--- config.mk ---
export PLATFORM = sky130hd
export DESIGN_NAME = drrip_row
export DESIGN_NICKNAME = d
export VERILOG_FILES = /design/src/hdl/drrip_pkg.sv /design/src/hdl/drrip_row.sv
export SDC_FILE = /design/constraint.sdc
export NUM_CORES = 1
export LEC_CHECK = 0
export BUFFER_PORTS_ARGS = -buffer_cell sky130_fd_sc_hd__buf_2
export CAP_MARGIN = 20
export CORE_UTILIZATION = 50
export DETAILED_ROUTE_END_ITERATION = 12
export GPL_TIMING_DRIVEN = 0
export PLACE_DENSITY_LB_ADDON = 0.08
export SLEW_MARGIN = 40
export SYNTH_ARGS = -nofsm -noshare
export SYNTH_HDL_FRONTEND = slang
export SYNTH_SLANG_ARGS = --single-unit
--- constraint.sdc ---
create_clock -name vclk -period 15.2
set_clock_uncertainty 0.2 [all_clocks]
set_input_delay 0 -clock vclk [all_inputs]
set_output_delay 0 -clock vclk [all_outputs]
set_load 0.01 [all_outputs]
--- src/hdl/drrip_pkg.sv ---
// Shared constants and types for the DRRIP replacement block.
`timescale 1ns / 1ps
`default_nettype none

package drrip_pkg;

  // Geometry. NumSets and the leader period are powers of two.
  localparam int NumSets      = 2048;
  localparam int NumWays      = 16;
  localparam int PredW        = 2;
  localparam int SelW         = 10;
  localparam int LeaderGroups = 32;

  localparam int SetW         = $clog2(NumSets);
  localparam int WayIdxW      = $clog2(NumWays);
  localparam int LeaderPeriod = (NumSets / LeaderGroups == 0) ? 1 : NumSets / LeaderGroups;

  localparam logic [PredW-1:0] PredMax = {PredW{1'b1}};
  localparam logic [SelW-1:0]  SelMax  = {SelW{1'b1}};
  localparam logic [SelW-1:0]  SelInit = SelMax >> 1;
  localparam logic [4:0]       PcMask  = 5'h1F;

  // Command codes.
  localparam logic CmdFind   = 1'b0;
  localparam logic CmdUpdate = 1'b1;

  // Input word.
  typedef struct packed {
    logic       command;
    logic [10:0] set_index;
    logic [3:0] way_index;
    logic       was_hit;
    logic [4:0] pc_low_bits;
  } req_t;

  // Result word.
  typedef struct packed {
    logic [3:0] victim_way;
    logic [9:0] selector_value;
  } rsp_t;

  // One memory row holds the whole set.
  typedef struct packed {
    logic [NumWays-1:0]            valid;
    logic [NumWays-1:0][PredW-1:0] rrpv;
  } row_t;

  localparam int RowW = $bits(row_t);

  // Row written back to every set by the clearing pass.
  localparam row_t RowReset = '{valid: '0, rrpv: {NumWays{PredMax}}};

  // Outcome of one row computation.
  typedef struct packed {
    row_t                row;
    logic [WayIdxW-1:0]  victim;
    logic [SelW-1:0]     sel;
  } calc_t;

endpackage

`default_nettype wire

--- src/hdl/drrip_row.sv ---
// Victim search, aging, promotion, insertion and selector update for one set row.
`timescale 1ns / 1ps
`default_nettype none

module drrip_row
  import drrip_pkg::*;
(
  input  wire logic            [RowW-1:0] row_i,
  input  wire req_t                       req_i,
  input  wire logic            [SelW-1:0] sel_i,
  output calc_t                           calc_o
);

  row_t               row;
  logic               any_inv;
  logic [WayIdxW-1:0] first_inv;
  logic [PredW-1:0]   top;
  logic [PredW-1:0]   add;
  logic               hit_found;
  logic [WayIdxW-1:0] top_way;
  logic [SetW-1:0]    set_mod;
  logic               sr_leader;
  logic               br_leader;
  logic               near_policy;
  logic [PredW-1:0]   ins;
  logic               way_ok;
  logic [WayIdxW-1:0] way;

  assign row = row_t'(row_i);
  assign way = WayIdxW'(req_i.way_index);
  assign way_ok = (32'(req_i.way_index) < NumWays);

  // Set dueling: position of the set inside its leader period.
  assign set_mod   = SetW'(req_i.set_index) % SetW'(LeaderPeriod);
  assign sr_leader = (set_mod == '0);
  assign br_leader = !sr_leader && (set_mod == SetW'(LeaderPeriod / 2));

  // Scan the row: first invalid way, largest prediction, first way at it.
  always_comb begin
    any_inv   = 1'b0;
    first_inv = '0;
    top       = '0;
    hit_found = 1'b0;
    top_way   = '0;
    for (int w = 0; w < NumWays; w++) begin
      if (!row.valid[w] && !any_inv) begin
        any_inv   = 1'b1;
        first_inv = WayIdxW'(w);
      end
      if (row.rrpv[w] > top) begin
        top = row.rrpv[w];
      end
    end
    for (int w = 0; w < NumWays; w++) begin
      if (!hit_found && row.rrpv[w] == top) begin
        hit_found = 1'b1;
        top_way   = WayIdxW'(w);
      end
    end
    add = PredMax - top;
  end

  // Build the new row, the victim and the next selector value.
  always_comb begin
    calc_o.row    = row;
    calc_o.victim = '0;
    calc_o.sel    = sel_i;
    near_policy   = 1'b1;
    ins           = '0;
    if (req_i.command == CmdFind) begin
      if (any_inv) begin
        calc_o.victim = first_inv;
      end else begin
        calc_o.victim = top_way;
        for (int w = 0; w < NumWays; w++) begin
          calc_o.row.rrpv[w] = row.rrpv[w] + add;
        end
      end
    end else begin
      if (!req_i.was_hit) begin
        // Leaders train the saturating selector.
        if (sr_leader) begin
          if (sel_i != '0) begin
            calc_o.sel = sel_i - 1'b1;
          end
        end else if (br_leader) begin
          if (sel_i != SelMax) begin
            calc_o.sel = sel_i + 1'b1;
          end
        end
        if (sr_leader) begin
          near_policy = 1'b1;
        end else if (br_leader) begin
          near_policy = 1'b0;
        end else begin
          near_policy = (calc_o.sel >= SelInit);
        end
        // Near insertion for SRRIP, and for BRRIP when the low PC bits are zero.
        if (near_policy || (req_i.pc_low_bits & PcMask) == '0) begin
          ins = PredMax - 1'b1;
        end else begin
          ins = PredMax;
        end
      end
      if (way_ok) begin
        calc_o.row.valid[way] = 1'b1;
        calc_o.row.rrpv[way]  = ins;
      end
    end
  end

endmodule

`default_nettype wire
# After elaboration in Yosys (flattened, before gate mapping)
# Index checks and enable logic that the tools add are counted.
[totals] ff_bits=0 inputBits=80 output_inout_bits=62 wordCells=240
[op_classes] addsub=19 magnitude_cmp=19 eq_ne=18 muxes=102 bitwise_logic=1 n_reduce_logical=81
[ops] cell="4-bit 2-to-1 mux" count=29
[ops] cell="10-bit 2-to-1 mux" count=8
[ops] cell="32-bit 2-to-1 mux" count=2
[ops] cell="1-bit zero test" count=45
[ops] cell="2-bit 2-to-1 mux" count=20
[ops] cell="1-bit 2-to-1 mux" count=39
[ops] cell="2-bit adder" count=16
[ops] cell="32-bit bitwise mux" count=1
[ops] cell="2-bit == test" count=16
[ops] cell="1-bit logical AND" count=32
[ops] cell="2-bit > comparator" count=15
[ops] cell="16-bit 2-to-1 mux" count=1
[ops] cell="16-bit OR" count=1
[ops] cell="11-bit zero test" count=1
[ops] cell="10-bit by 1-bit adder with 10-bit output, second input constant" count=1
[ops] cell="10-bit by 9-bit greater-or-equal comparator with 1-bit output, second input constant" count=1
[ops] cell="10-bit inequality test, second input constant" count=1
[ops] cell="10-bit nonzero test" count=1
[ops] cell="10-bit by 1-bit subtractor with 10-bit output, second input constant" count=1
[ops] cell="2-bit demux with 4-bit select" count=1
[ops] cell="6-bit == test, second input constant" count=1
[ops] cell="5-bit zero test" count=1
[ops] cell="4-bit by 5-bit < comparator with 1-bit output, second input constant" count=1
[ops] cell="1-bit demux with 4-bit select" count=1
[ops] cell="other kinds (4)" count=4

# Logic depth before layout (Yosys ltp)
[logic_depth] ltp_word=81 mapped_depth=89 ltp_nobuf=89

# Worst setup path after synthesis
# Ideal clock, no wire load.
[synth_timing] path_kind="input-to-output" start="input row_i[0]" end="output calc_o[13] (netlist bit)" t_arrival_ns=13.368 t_required_ns=15.000 setup_slack_ns=1.632 cell_stages=81 n_path_buf=1 cell_sequence="clkbuf_1 > ha_1 > nor4b_1 > a31oi_1 > nand2_1 > ha_1 > nand2b_1 > o211a_1 > a31oi_1 > ha_1 > nand2b_1 > and2_1 > a311oi_1 > nand2b_1 > ha_1 > nand2b_1 > and2_1 > nor2_1 > (+45 left out) > o211ai_1 > o21ai_0 > ha_1 > a21oi_1 > a21oi_1 > a22oi_1 > ha_1 > a21oi_1 > nor3b_1 > a21oi_1 > o21a_1 > ha_1 > a221oi_1 > a31oi_1 > nor2b_1 > and2_1 > o21ai_0 > a2111oi_0"
[synth_lines] item="start: declaration" line="drrip_row.sv:8" text="input wire logic [RowW-1:0] row_i,"
[synth_lines] item="end: declaration" line="drrip_row.sv:11" text="output calc_t calc_o"

==> impl_metrics.env <==
export IMPL_status="complete, no violations"
export IMPL_synth_compound_area_frac=0.2911
export IMPL_max_stage_delay_ps=430
export IMPL_die_h_um=95.45
export IMPL_synth_area_top_cells="ha_1 18%, xnor2_1 7.4%, mux2i_1 6.2%"
export IMPL_synth_top_area_frac=0.1834
export IMPL_synth_xor_area_frac=0.08825
export IMPL_total_power_w=0.0004009
export IMPL_rows=33
export IMPL_fp_dieW_um=95.45
export IMPL_fp_coreArea_um2=8341
export IMPL_crit_fanout=7
export IMPL_muxShareOfSynthArea=0.06963
export IMPL_ff_latch_area_um2=0
export IMPL_drtAntennaViolNets=0
export IMPL_grt_pass1_vias=4991
export IMPL_synthCells=652
export IMPL_synth_top_family_by_area="compound AO/OA/AOI/OAI gates"
export IMPL_drv_slew=0
export IMPL_cp_required_ps=15000
export IMPL_dp_hpwl_um=12710
export IMPL_yosysMostFrequentCell="nor2_1"
export IMPL_drive_gt1_frac=0.2585
export IMPL_place_inst=889
export IMPL_place_ws_ps=-1370
export IMPL_cap_viol_max_count=0
export IMPL_vias_per_cell=6.186
export IMPL_final_area_um2=5498
export IMPL_dr_pass1_iters=6
export IMPL_cp_top_family="compound AO/OA/AOI/OAI gates"
export IMPL_finalNonFillerCells=902
export IMPL_hold_viol_final=0
export IMPL_fmax_mhz=68.48
export IMPL_power_density_nw_per_um2=72.92
export IMPL_areaGrowthSynthToFinish_pct=25.90
export IMPL_synth_seq_area_share=0
export IMPL_nClkBuffers=0
export IMPL_startpoint_type="input port"
export IMPL_maxSlewHeadroom=0.4311
export IMPL_layout_nets=943
export IMPL_crit_type="in2out"
export IMPL_n_fill_cell=764
export IMPL_wl_per_cell_um=18.04
export IMPL_syn_avg_cell_area_um2=6.697
export IMPL_initial_utilization=0.5236
export IMPL_cp_arrival_ps=14400
export IMPL_grt_max_degree=17
export IMPL_hold_depth=3
export IMPL_grt_pass1_wl_um=24060
export IMPL_dieArea_um2=9111
export IMPL_crit_buf_inv=11
export IMPL_grt_use_total=0.3329
export IMPL_finalCriticalPeriod_ps=14600
export IMPL_fin_crit_sh=0.9608
export IMPL_vias=5580
export IMPL_drc_errors=0
export IMPL_grt_antenna_before_repair=0
export IMPL_worstMarginPinSlew_ps=853.4
export IMPL_hold_path_class="in2out"
export IMPL_wirelength_um=16270
export IMPL_synth_simple_area_share=0.2883
export IMPL_flops_and_latches=0
export IMPL_yosys_warnings=0
export IMPL_ios=142
export IMPL_synthesis_nets=796
export IMPL_ir_worst_vdd_v=0.00007960
export IMPL_p_leak_nw=2.481
export IMPL_synth_cell_area_um2=4367
export IMPL_slowest_stage="a2111oi_2"
export IMPL_critPathMostFrequentCell="ha_1"
export IMPL_synthTopCellsByCount="68 x nor2_1, 64 x ha_1, 63 x nand2_1"
export IMPL_drt_iter0_markers=415
export IMPL_yosys_area_top_type="ha_1"
export IMPL_synth_cell_types=69
export IMPL_hold_end="calc_o[61]"
export IMPL_hold_start="row_i[47]"
export IMPL_antenna_cells=0
export IMPL_setup_slack_ps=596.2
export IMPL_gp_congestion=1.008
export IMPL_setup_viol=0
export IMPL_end_kind="primary output"
export IMPL_overflow=0
export IMPL_synth_fa_ha_area_frac=0.1834
export IMPL_portBuffers=132
export IMPL_dpl_instance_area_um2=5159
==> timing repair <==
item / 4_1_cts / 5_1_grt
resized for setup: 9 / 34
pin swaps: 2 / 15
buffers inserted: 2 / 11
hold buffers: 0 / 0
setup endpoints to repair: 26 / 36
==> cells in the final DEF (no fill, tap or decap), drive strengths merged, types with 4 or more instances in the layout <==
master	n
a31oi	10
o22ai	9
nor2b	10
and2	7
a21oi	29
or3	5
ha	64
nand2b	23
o21bai	7
a21o	9
nand4	9
nor4	10
o21a	4
xnor2	37
o211ai	9
nor2	68
nand3	35
buf	154
o21ai	40
nand2	63
inv	54
xor2	7
o221ai	13
clkbuf	21
a221oi	7
nor3	11
mux2i	27
==> where the power goes <==
group	internal, W	switching (W)
logic	0.000182	0.000219
clock network	0	0
registers	0	0
total	0.000182	0.000219
==> through the flow <==
stage          hold WS [ps]  TNS (ps)  utilization
2_1_floorplan        -112.3         0            -
3_3_place_gp          102.5     -2210       0.6185
3_5_place_dp          103.0     -4976       0.6185
4_1_cts               105.8         0       0.6256
5_1_grt               115.4    -730.5       0.6592
6_report              106.2         0       0.6592
==> cell families after synthesis <==
logic type      count (synthesis)
simple gates                  255
compound gates                174
fa+ha+maj                      64
xor+xnor                       44
buf+inv                        85
mux                            30
==> routing by layer <==
layer	wire [um]	vias up	global-route usage
met5	0	-	0
met4	320	0	0.09328
met3	1623	29	0.04545
met2	7561	319	0.5536
met1	6767	2552	0.4451
li1	-	2680	-
==> final cells by class <==
| type | count | area [um^2] | share of cell area |
|---|---|---|---|
| timing repair buffer | 145 | 770.7 | 0.1402 |
| multi-input combinational | 567 | 4249 | 0.7729 |
| inverter | 55 | 206.4 | 0.03755 |
| buffer | 30 | 140.1 | 0.02549 |
| tap | 105 | 131.4 | 0.02390 |
==> how the worst max path moves through the flow <==
stage          cells past startpoint          to  slack, ps     start
6_report                          88  calc_o[13]        600  row_i[0]
5_1_grt                           88  calc_o[13]       -210  row_i[0]
4_1_cts                           84  calc_o[13]          7  row_i[0]
3_5_place_dp                      84  calc_o[13]      -1370  row_i[0]
3_3_place_gp                      83  calc_o[13]       -850  row_i[0]
2_1_floorplan                     81  calc_o[13]       1630  row_i[0]
(Power assumes the default switching activity.)
