<file path="config.mk">
export PLATFORM = sky130hd
export DESIGN_NAME = drrip_ram
export DESIGN_NICKNAME = d
export VERILOG_FILES = /design/src/hdl/drrip_ram.sv
export SDC_FILE = /design/constraint.sdc
export NUM_CORES = 1
export LEC_CHECK = 0
export BUFFER_PORTS_ARGS = -buffer_cell sky130_fd_sc_hd__buf_4
export CAP_MARGIN = 30
export CORE_UTILIZATION = 60
export CTS_BUF_LIST = sky130_fd_sc_hd__clkbuf_2
export CTS_CLUSTER_SIZE = 12
export DETAILED_ROUTE_END_ITERATION = 6
export PLACE_DENSITY = 0.76
export SLEW_MARGIN = 40
export SYNTH_ARGS = -nofsm -noshare
export SYNTH_HDL_FRONTEND = slang
export SYNTH_SLANG_ARGS = --single-unit
export TNS_END_PERCENT = 1
</file>
<file path="constraint.sdc">
create_clock -name clk_i -period 3.33 [get_ports clk_i]
set_input_delay 0.666 -clock clk_i [delete_from_list [all_inputs] [get_ports clk_i]]
set_output_delay 0.666 -clock clk_i [all_outputs]
set_load 0.05 [all_outputs]
</file>
<file path="src/hdl/drrip_ram.sv">
// Generic single-port RAM with a registered read.
`timescale 1ns / 1ps
`default_nettype none

module drrip_ram #(
  parameter int Width = 8,
  parameter int Depth = 64
) (
  input  wire logic                     clk_i,
  input  wire logic                     we_i,
  input  wire logic [$clog2(Depth)-1:0] addr_i,
  input  wire logic [Width-1:0]         wdata_i,
  output logic      [Width-1:0]         rdata_o
);

  logic [Width-1:0] mem_q [Depth];
  logic [Width-1:0] rdata_q;

  // Write when enabled; the read port always captures the addressed row.
  always_ff @(posedge clk_i) begin
    if (we_i) begin
      mem_q[addr_i] <= wdata_i;
    end
    rdata_q <= mem_q[addr_i];
  end

  assign rdata_o = rdata_q;

endmodule

`default_nettype wire

</file>
* Word level (Yosys, flattened, before mapping)
Memory sizes are Yosys's and may differ from the RTL's. A register that Yosys moved wholly into a read port is not among the register bits.
Index checks and enable logic that the tools add are counted.
** Storage, ports and cells
- Register bits :: 0
- Memories kept :: 1
- Bits in writable memories :: 512
- Logic and storage cells :: 3
** Operators by class
- Multiplexer cells :: 2
** Memory list
- mem_q :: words 64, bits a word 8, rd ports 1, clocked after memory_dff 1, write ports 1, line 16 : logic [Width-1:0] mem_q [Depth];
** Operators with widths (number)
- $mux 1 :: 2

* Longest topological paths before layout
Gate-level depths: netlist of run 1.
- Word-level depth :: 2
- Gate-level depth with buffers :: 10
- Gate-level depth less buffers :: 5

* Worst setup path before layout of run 1
OpenSTA, ideal clock, no wires.
- Path type :: input-to-reg
- Start point :: in addr_i[1]
- End point :: mem mem_q[13][0] (enable)
- Stages on the path :: 7
- Path buffers :: 4
- Arrival :: 2394 ps
- Slack :: 565 ps
- Cell sequence :: buf_6 -> buf_6 -> nor2b_1 -> clkbuf_1 -> clkbuf_1 -> nand3_1 -> nor2_1
** RTL lines
- from (decl) :: line 11 : input wire logic [$clog2(Depth)-1:0] addr_i,
- to (decl) :: line 16
Straight into the memory's write port.

* Worst setup path in the final report of run 1
- Start point :: reg rdata_q[1], in the netlist rdata_o[1] (read register of mem_q)
- End point :: out rdata_o[1]
** RTL lines
- from (decl) :: line 17 : logic [Width-1:0] rdata_q;
- to (decl) :: line 13 : output logic [Width-1:0] rdata_o
No word-level cell between the ends.

==> flow_metrics.env, run 1 <==
export IMPL_clock_latency_ns=1.06
export IMPL_num_rows=67
export IMPL_drtIter0Drc=1800
export IMPL_routedWlPerCell_um=27.1
export IMPL_crit_fanout=1
export IMPL_gp_congestion=0.883
export IMPL_finalNonFillerCells=1889
export IMPL_cts_path_max_buffers=3
export IMPL_yosys_warnings=0
export IMPL_viasPerCell=6.47
export IMPL_portBuffers=23
export IMPL_worst_setup_path_start_kind="register"
export IMPL_status="completed"
export IMPL_synthTopCellsByArea="edfxtp_1 75%, mux4_2 4.5%, mux2i_1 3.1%, nor2_1 1.5%, a22oi_1 1.5%"
export IMPL_min_from="wdata_i[6]"
export IMPL_synth_edff_count=512
export IMPL_die_h_um=187
export IMPL_drc=0
export IMPL_fillers=2268
export IMPL_synth_seq_cells=520
export IMPL_synth_top_flop_cell="edfxtp_1"
export IMPL_h_tree_depth=3
export IMPL_yosysSeqAreaShare=0.760
export IMPL_final_area_um2=22800
export IMPL_cts_buffers=119
export IMPL_fmax_mhz=424
export IMPL_grt_max_degree=65
export IMPL_ir_drop_mv=0.338
export IMPL_pin_count=24
export IMPL_drive_gt1_frac=0.261
export IMPL_syn_area_um2=20400
export IMPL_synth_top_area_cell="edfxtp_1"
export IMPL_finClkSkew_ns=0.0606
export IMPL_whs_ns=0.207
export IMPL_die_x_um=187
export IMPL_cts_resized_gates=0
export IMPL_timing_rr_start="mem_q[2][7]$_DFFE_PP_"
export IMPL_worst_ep_arrival_time_ns=1.69
export IMPL_yosysUniqueCellTypes=56
export IMPL_p_clk_frac=0.329
export IMPL_endpoint_kind="primary output"
export IMPL_hold_viol_final=0
export IMPL_cts_setup_buffers=0
export IMPL_cts_tree="built"
export IMPL_dpl_instance_area_um2=21700
export IMPL_syn_num_nets=1187
export IMPL_overflow=0
export IMPL_grt_total_usage=0.300
export IMPL_hpwl_um=31400
export IMPL_r2r_slack_ns=1.08
export IMPL_r2r_cells=5
export IMPL_p_per_area_nw_per_um2=528
export IMPL_critPathMaxStageDelay_ns=0.45
export IMPL_layout_nets=1363
export IMPL_core_um2=33500
export IMPL_final_common_cell="edfxtp_1"
export IMPL_dieArea_um2=34800
export IMPL_fin_setup_tns_ns=0
export IMPL_hold_path_endpoint="mem_q[36][6]$_DFFE_PP_"
export IMPL_r2r_end="rdata_o[7]$_DFF_P_"
export IMPL_slew_headroom=0.461
export IMPL_switching_share=0.249
export IMPL_antenna_found_initial=2
export IMPL_p_int_uw=9040
export IMPL_routed_wl_um=51200
export IMPL_holdPathStages=1
export IMPL_crit_type="register to primary output"
export IMPL_first_pass_iters=6
export IMPL_worstPathRequired_ns=2.66
export IMPL_seqPwrFrac=0.603
export IMPL_initial_core_util=0.610
export IMPL_finalSetupViolations=0
export IMPL_tightest_slew_ns=0.807
export IMPL_clk_pin_slew_ns=0.11
export IMPL_cp_top_family="flip-flops"
export IMPL_grt_pass1_vias=12071
export IMPL_p_sw_uw=3000
export IMPL_min_period_over_period=0.709
export IMPL_slowest_stage="dfxtp_1"
export IMPL_met2RoutedLength_um=24400
export IMPL_finalPower_uw=12000
export IMPL_max_cap_violations=0
export IMPL_dp_cells=1674
export IMPL_path_buf_inv=1
export IMPL_hold_path_class="input pin to register"
export IMPL_dr_wl_met3_um=6030
export IMPL_grt_pass1_wl_um=76300
export IMPL_vias=12229
export IMPL_period_needed_ns=2.36
export IMPL_ant_nets=0
export IMPL_layout_common_cells="512 x edfxtp_1, 172 x clkbuf_2, 130 x buf_4, 80 x nor2_1, 63 x mux2i_1"
export IMPL_met1_length_um=19000
export IMPL_async_flop_share=0
export IMPL_cts_sinks=520
export IMPL_synthCells=1171
export IMPL_cts_root_buf="clkbuf_2"
export IMPL_path_cells="buf_4"
export IMPL_p_comb_frac=0.068
export IMPL_p_leak_uw=0.00774
export IMPL_yosys_area_top_type_share=0.752
export IMPL_top_layer_used="met4"
export IMPL_hold_buffers=0
export IMPL_synth_avg_cell_area_um2=17.5
export IMPL_final_max_slew_viol_count=0
export IMPL_rsz0062_at_grt="no"
export IMPL_area_growth_pct=11.5
==> area by class of cell <==
type                    instances  area [um^2]  area share
inverters                       3         11.3    0.000494
diodes                          2         5.00    0.000220
multi-input cells             567         4520       0.198
clock inverters                41          219     0.00960
repair buffers                136         1090      0.0477
well taps                     448          561      0.0246
flip-flops and latches        520        15500       0.681
clock buffers                 172          861      0.0378
==> sequential cells by signal, indices dropped and copies added, names as in the netlist <==
name / flops
rdata_o: 8
mem_q: 512
==> metal layers <==
| layer | global-route usage | vias up |
|---|---|---|
| met4 | 0.130 | 0 |
| met2 | 0.461 | 875 |
| met5 | 0 | - |
| met3 | 0.0732 | 133 |
| li1 | - | 5182 |
| met1 | 0.414 | 6039 |
==> metrics by stage <==
| step | utilization | setup slack, ns |
|---|---|---|
| after detailed placement | 0.647 | 0.120 |
| after global routing | 0.680 | 0.939 |
| after CTS | 0.680 | 0.930 |
| after floorplan | - | 0.565 |
| final | 0.680 | 0.969 |
| after global placement | 0.647 | 0.115 |
==> kinds of logic after synthesis <==
kind of cell / after synthesis / synth area share
buf+inv: 84 / 0.0198
simple gates: 229 / 0.0571
flops: 520 / 0.760
mux: 116 / 0.0826
compound gates: 222 / 0.0808
==> cell usage after synthesis, types with 9 or more instances <==
library cell	n
and2_1	9
o22ai_1	22
nand2b_1	24
nand3b_1	12
and3_1	9
o21ai_0	9
buf_2	30
nand2_1	45
a31oi_1	15
a221o_1	11
edfxtp_1	512
o22a_1	11
a22oi_1	40
a221oi_1	21
mux2i_1	63
o221ai_1	9
nor2_1	82
a22o_1	10
clkbuf_1	36
a21oi_1	28
mux4_2	41
==> power groups by stage <==
| stage | registers, uW | clock network [uW] | logic, uW |
|---|---|---|---|
| floorplan | 7450 | 0 | 393 |
| global placement | 7410 | 0 | 780 |
| detailed placement | 7410 | 0 | 799 |
| CTS | 7260 | 4020 | 801 |
| global route | 7270 | 4340 | 849 |
| finish | 7260 | 3970 | 815 |
==> worst max-delay path by stage <==
stage	from	endpoint	cells after the start
2_1_floorplan	addr_i[1]	mem_q[13][0]$_DFFE_PP_	7
3_3_place_gp	addr_i[1]	rdata_o[1]$_DFF_P_	8
3_5_place_dp	addr_i[1]	rdata_o[7]$_DFF_P_	8
4_1_cts	rdata_o[1]$_DFF_P_	rdata_o[1]	1
5_1_grt	rdata_o[7]$_DFF_P_	rdata_o[7]	1
6_report	rdata_o[1]$_DFF_P_	rdata_o[1]	1
Power figures use the tool's default switching activity.
==> inputs of run 2 (changes only) <==
--- a/config.mk
+++ b/config.mk
@@ -5,13 +5,14 @@
 export SDC_FILE = /design/constraint.sdc
 export NUM_CORES = 1
 export LEC_CHECK = 0
+export ABC_AREA = 1
 export BUFFER_PORTS_ARGS = -buffer_cell sky130_fd_sc_hd__buf_4
 export CAP_MARGIN = 30
-export CORE_UTILIZATION = 60
+export CORE_UTILIZATION = 59
 export CTS_BUF_LIST = sky130_fd_sc_hd__clkbuf_2
 export CTS_CLUSTER_SIZE = 12
 export DETAILED_ROUTE_END_ITERATION = 6
-export PLACE_DENSITY = 0.76
+export PLACE_DENSITY = 0.78
 export SLEW_MARGIN = 40
 export SYNTH_ARGS = -nofsm -noshare
 export SYNTH_HDL_FRONTEND = slang
==> constraint.sdc (replaced) <==
create_clock -name clk_i -period 1.94 [get_ports clk_i]
set_input_delay 0.388 -clock clk_i [delete_from_list [all_inputs] [get_ports clk_i]]
set_output_delay 0.388 -clock clk_i [all_outputs]
set_load 0.05 [all_outputs]
==> flow_metrics.env, run 2 <==
export IMPL_cts_root_buf="clkbuf_2"
export IMPL_cts_buffers=130
export IMPL_largest_reg_flops=512
export IMPL_path_buf_inv=1
export IMPL_synthTopCellsByArea="edfxtp_1 70%, nand2_1 24%, nor2_1 1.5%, buf_2 1.2%, buf_6 0.77%"
export IMPL_drc=0
export IMPL_min_period_over_period=1.03
export IMPL_hold_path_class="input pin to register"
export IMPL_yosysMostFrequentCell="nand2_1"
export IMPL_num_rows=70
export IMPL_yosysUniqueCellTypes=22
export IMPL_yosysSeqAreaShare=0.705
export IMPL_clock_latency_ns=1.07
export IMPL_yosys_warnings=0
export IMPL_vias=15888
export IMPL_routedWlPerCell_um=18.5
export IMPL_status="finished, violations left"
export IMPL_area_growth_pct=13.5
export IMPL_layout_nets=2390
export IMPL_clk_pin_slew_ns=0.10
export IMPL_overflow=0
export IMPL_finalSetupViolations=9
export IMPL_setup_ws_ns=-0.0630
export IMPL_final_max_slew_viol_count=0
export IMPL_grt_pass1_vias=15828
export IMPL_fmax_mhz=499
export IMPL_cp_top_family="flip-flops"
export IMPL_worst_ep_arrival_time_ns=1.62
export IMPL_fin_setup_tns_ns=-0.367
export IMPL_synth_common_cells="1384 x nand2_1, 512 x edfxtp_1, 87 x nor2_1"
export IMPL_rsz0062_at_grt="yes"
export IMPL_crit_type="register to primary output"
export IMPL_die_h_um=195
export IMPL_tightest_slew_ns=0.628
export IMPL_yosys_area_top_type_share=0.697
export IMPL_cts_tree="built"
export IMPL_initial_core_util=0.601
export IMPL_dieArea_um2=38100
export IMPL_synth_edff_count=512
export IMPL_final_common_cell="nand2_1"
export IMPL_grt_max_degree=91
export IMPL_slowest_stage="dfxtp_4"
export IMPL_ant_nets=0
export IMPL_synth_top_flop_cell="edfxtp_1"
export IMPL_crit_fanout=1
export IMPL_drive_gt1_frac=0.158
export IMPL_period_needed_ns=2.00
export IMPL_antenna_found_initial=1
export IMPL_ir_drop_mv=0.543
export IMPL_gp_congestion=0.914
export IMPL_synth_avg_cell_area_um2=10.2
export IMPL_synthCells=2167
export IMPL_core_um2=36700
export IMPL_die_x_um=195
export IMPL_p_leak_uw=0.0109
export IMPL_routed_wl_um=54400
export IMPL_layout_common_cells="1384 x nand2_1, 512 x edfxtp_1, 191 x clkbuf_2, 126 x buf_4, 87 x nor2_1"
export IMPL_viasPerCell=5.42
export IMPL_worstPathRequired_ns=1.55
export IMPL_cts_setup_buffers=0
export IMPL_max_cap_violations=0
export IMPL_drtIter0Drc=1795
export IMPL_syn_area_um2=22000
export IMPL_path_cells="buf_8"
export IMPL_violations="setup timing"
export IMPL_endpoint_kind="primary output"
export IMPL_finClkSkew_ns=0.0681
export IMPL_syn_num_nets=2183
export IMPL_h_tree_depth=4
export IMPL_cts_path_max_buffers=3
export IMPL_grt_pass1_wl_um=84700
export IMPL_synth_top_area_cell="edfxtp_1"
export IMPL_portBuffers=23
export IMPL_p_per_area_nw_per_um2=873
export IMPL_first_pass_iters=5
export IMPL_hold_viol_final=0
export IMPL_top_register="mem_q"
export IMPL_slew_headroom=0.582
export IMPL_async_flop_share=0
export IMPL_pin_count=24
export IMPL_cts_sinks=520
export IMPL_synth_seq_cells=520
export IMPL_worst_setup_path_start_kind="register"
export IMPL_grt_total_usage=0.295
export IMPL_critPathMaxStageDelay_ns=0.41
export IMPL_place_ws_ns=-0.0505
export IMPL_hpwl_um=32600
run 2: through the flow:
step | std cells | area (um^2) | power [uW] | hold slack, ns | util
floorplan | 2167 | 22100 | 13600 | 0.487 | -
global placement | 2691 | 23500 | 14300 | 0.650 | 0.641
detailed placement | 2691 | 23500 | 14300 | 0.651 | 0.641
CTS | 2930 | 25000 | 21900 | 0.00261 | 0.682
global route | 2931 | 25000 | 22700 | 0.0417 | 0.682
finish | 2931 | 25000 | 21800 | 0.0468 | 0.682
run 2: cell type report:
| cell class | count | area [um^2] |
|---|---|---|
| multi-input combinational | 1516 | 5830 |
| antenna | 1 | 2.50 |
| inverter | 30 | 119 |
| sequential | 520 | 15600 |
| clock buffer | 191 | 956 |
| tap | 468 | 586 |
| timing repair buffer | 176 | 1700 |
| fill | 2668 | 11700 |
| clock inverter | 29 | 267 |
run 2: final timing paths:
path	start	end	depth (start not counted)	slack (ns)
worst max-delay path	rdata_o[2]$_DFF_P_	rdata_o[2]	1	-0.06
worst min-delay path	addr_i[0]	rdata_o[3]$_DFF_P_	11	0.05
worst max register to register	mem_q[31][1]$_DFFE_PP_	rdata_o[1]$_DFF_P_	11	0.12
worst min register to register	mem_q[31][6]$_DFFE_PP_	rdata_o[6]$_DFF_P_	6	0.66
run 2: cell families (layout without fill, tap and decap cells):
family,count (synthesis),after routing,synth area share
other cells,0,1,0
simple gates,1504,1504,0.260
flops,520,520,0.705
buf+inv,131,426,0.0316
compound gates,12,12,0.00329
run 2: power breakdown:
group | switching (uW) | internal, uW
Clock | 4250 | 3390
Sequential | 63.5 | 12400
Combinational | 1200 | 519
run 2: per-layer routing:
metal	vias to the layer above	share of wire	global-route usage
li1	7477	-	-
met1	7368	0.38	0.383
met2	898	0.48	0.482
met3	145	0.096	0.0556
met4	0	0.035	0.141
met5	-	0	0
run 2: timing repair:
| action | 4_1_cts | 5_1_grt |
|---|---|---|
| setup endpoints to repair | 8 | 9 |
| gates resized for setup | 32 | 1 |
| hold endpoints to repair | 538 | 0 |
| hold buffers | 19 | 0 |
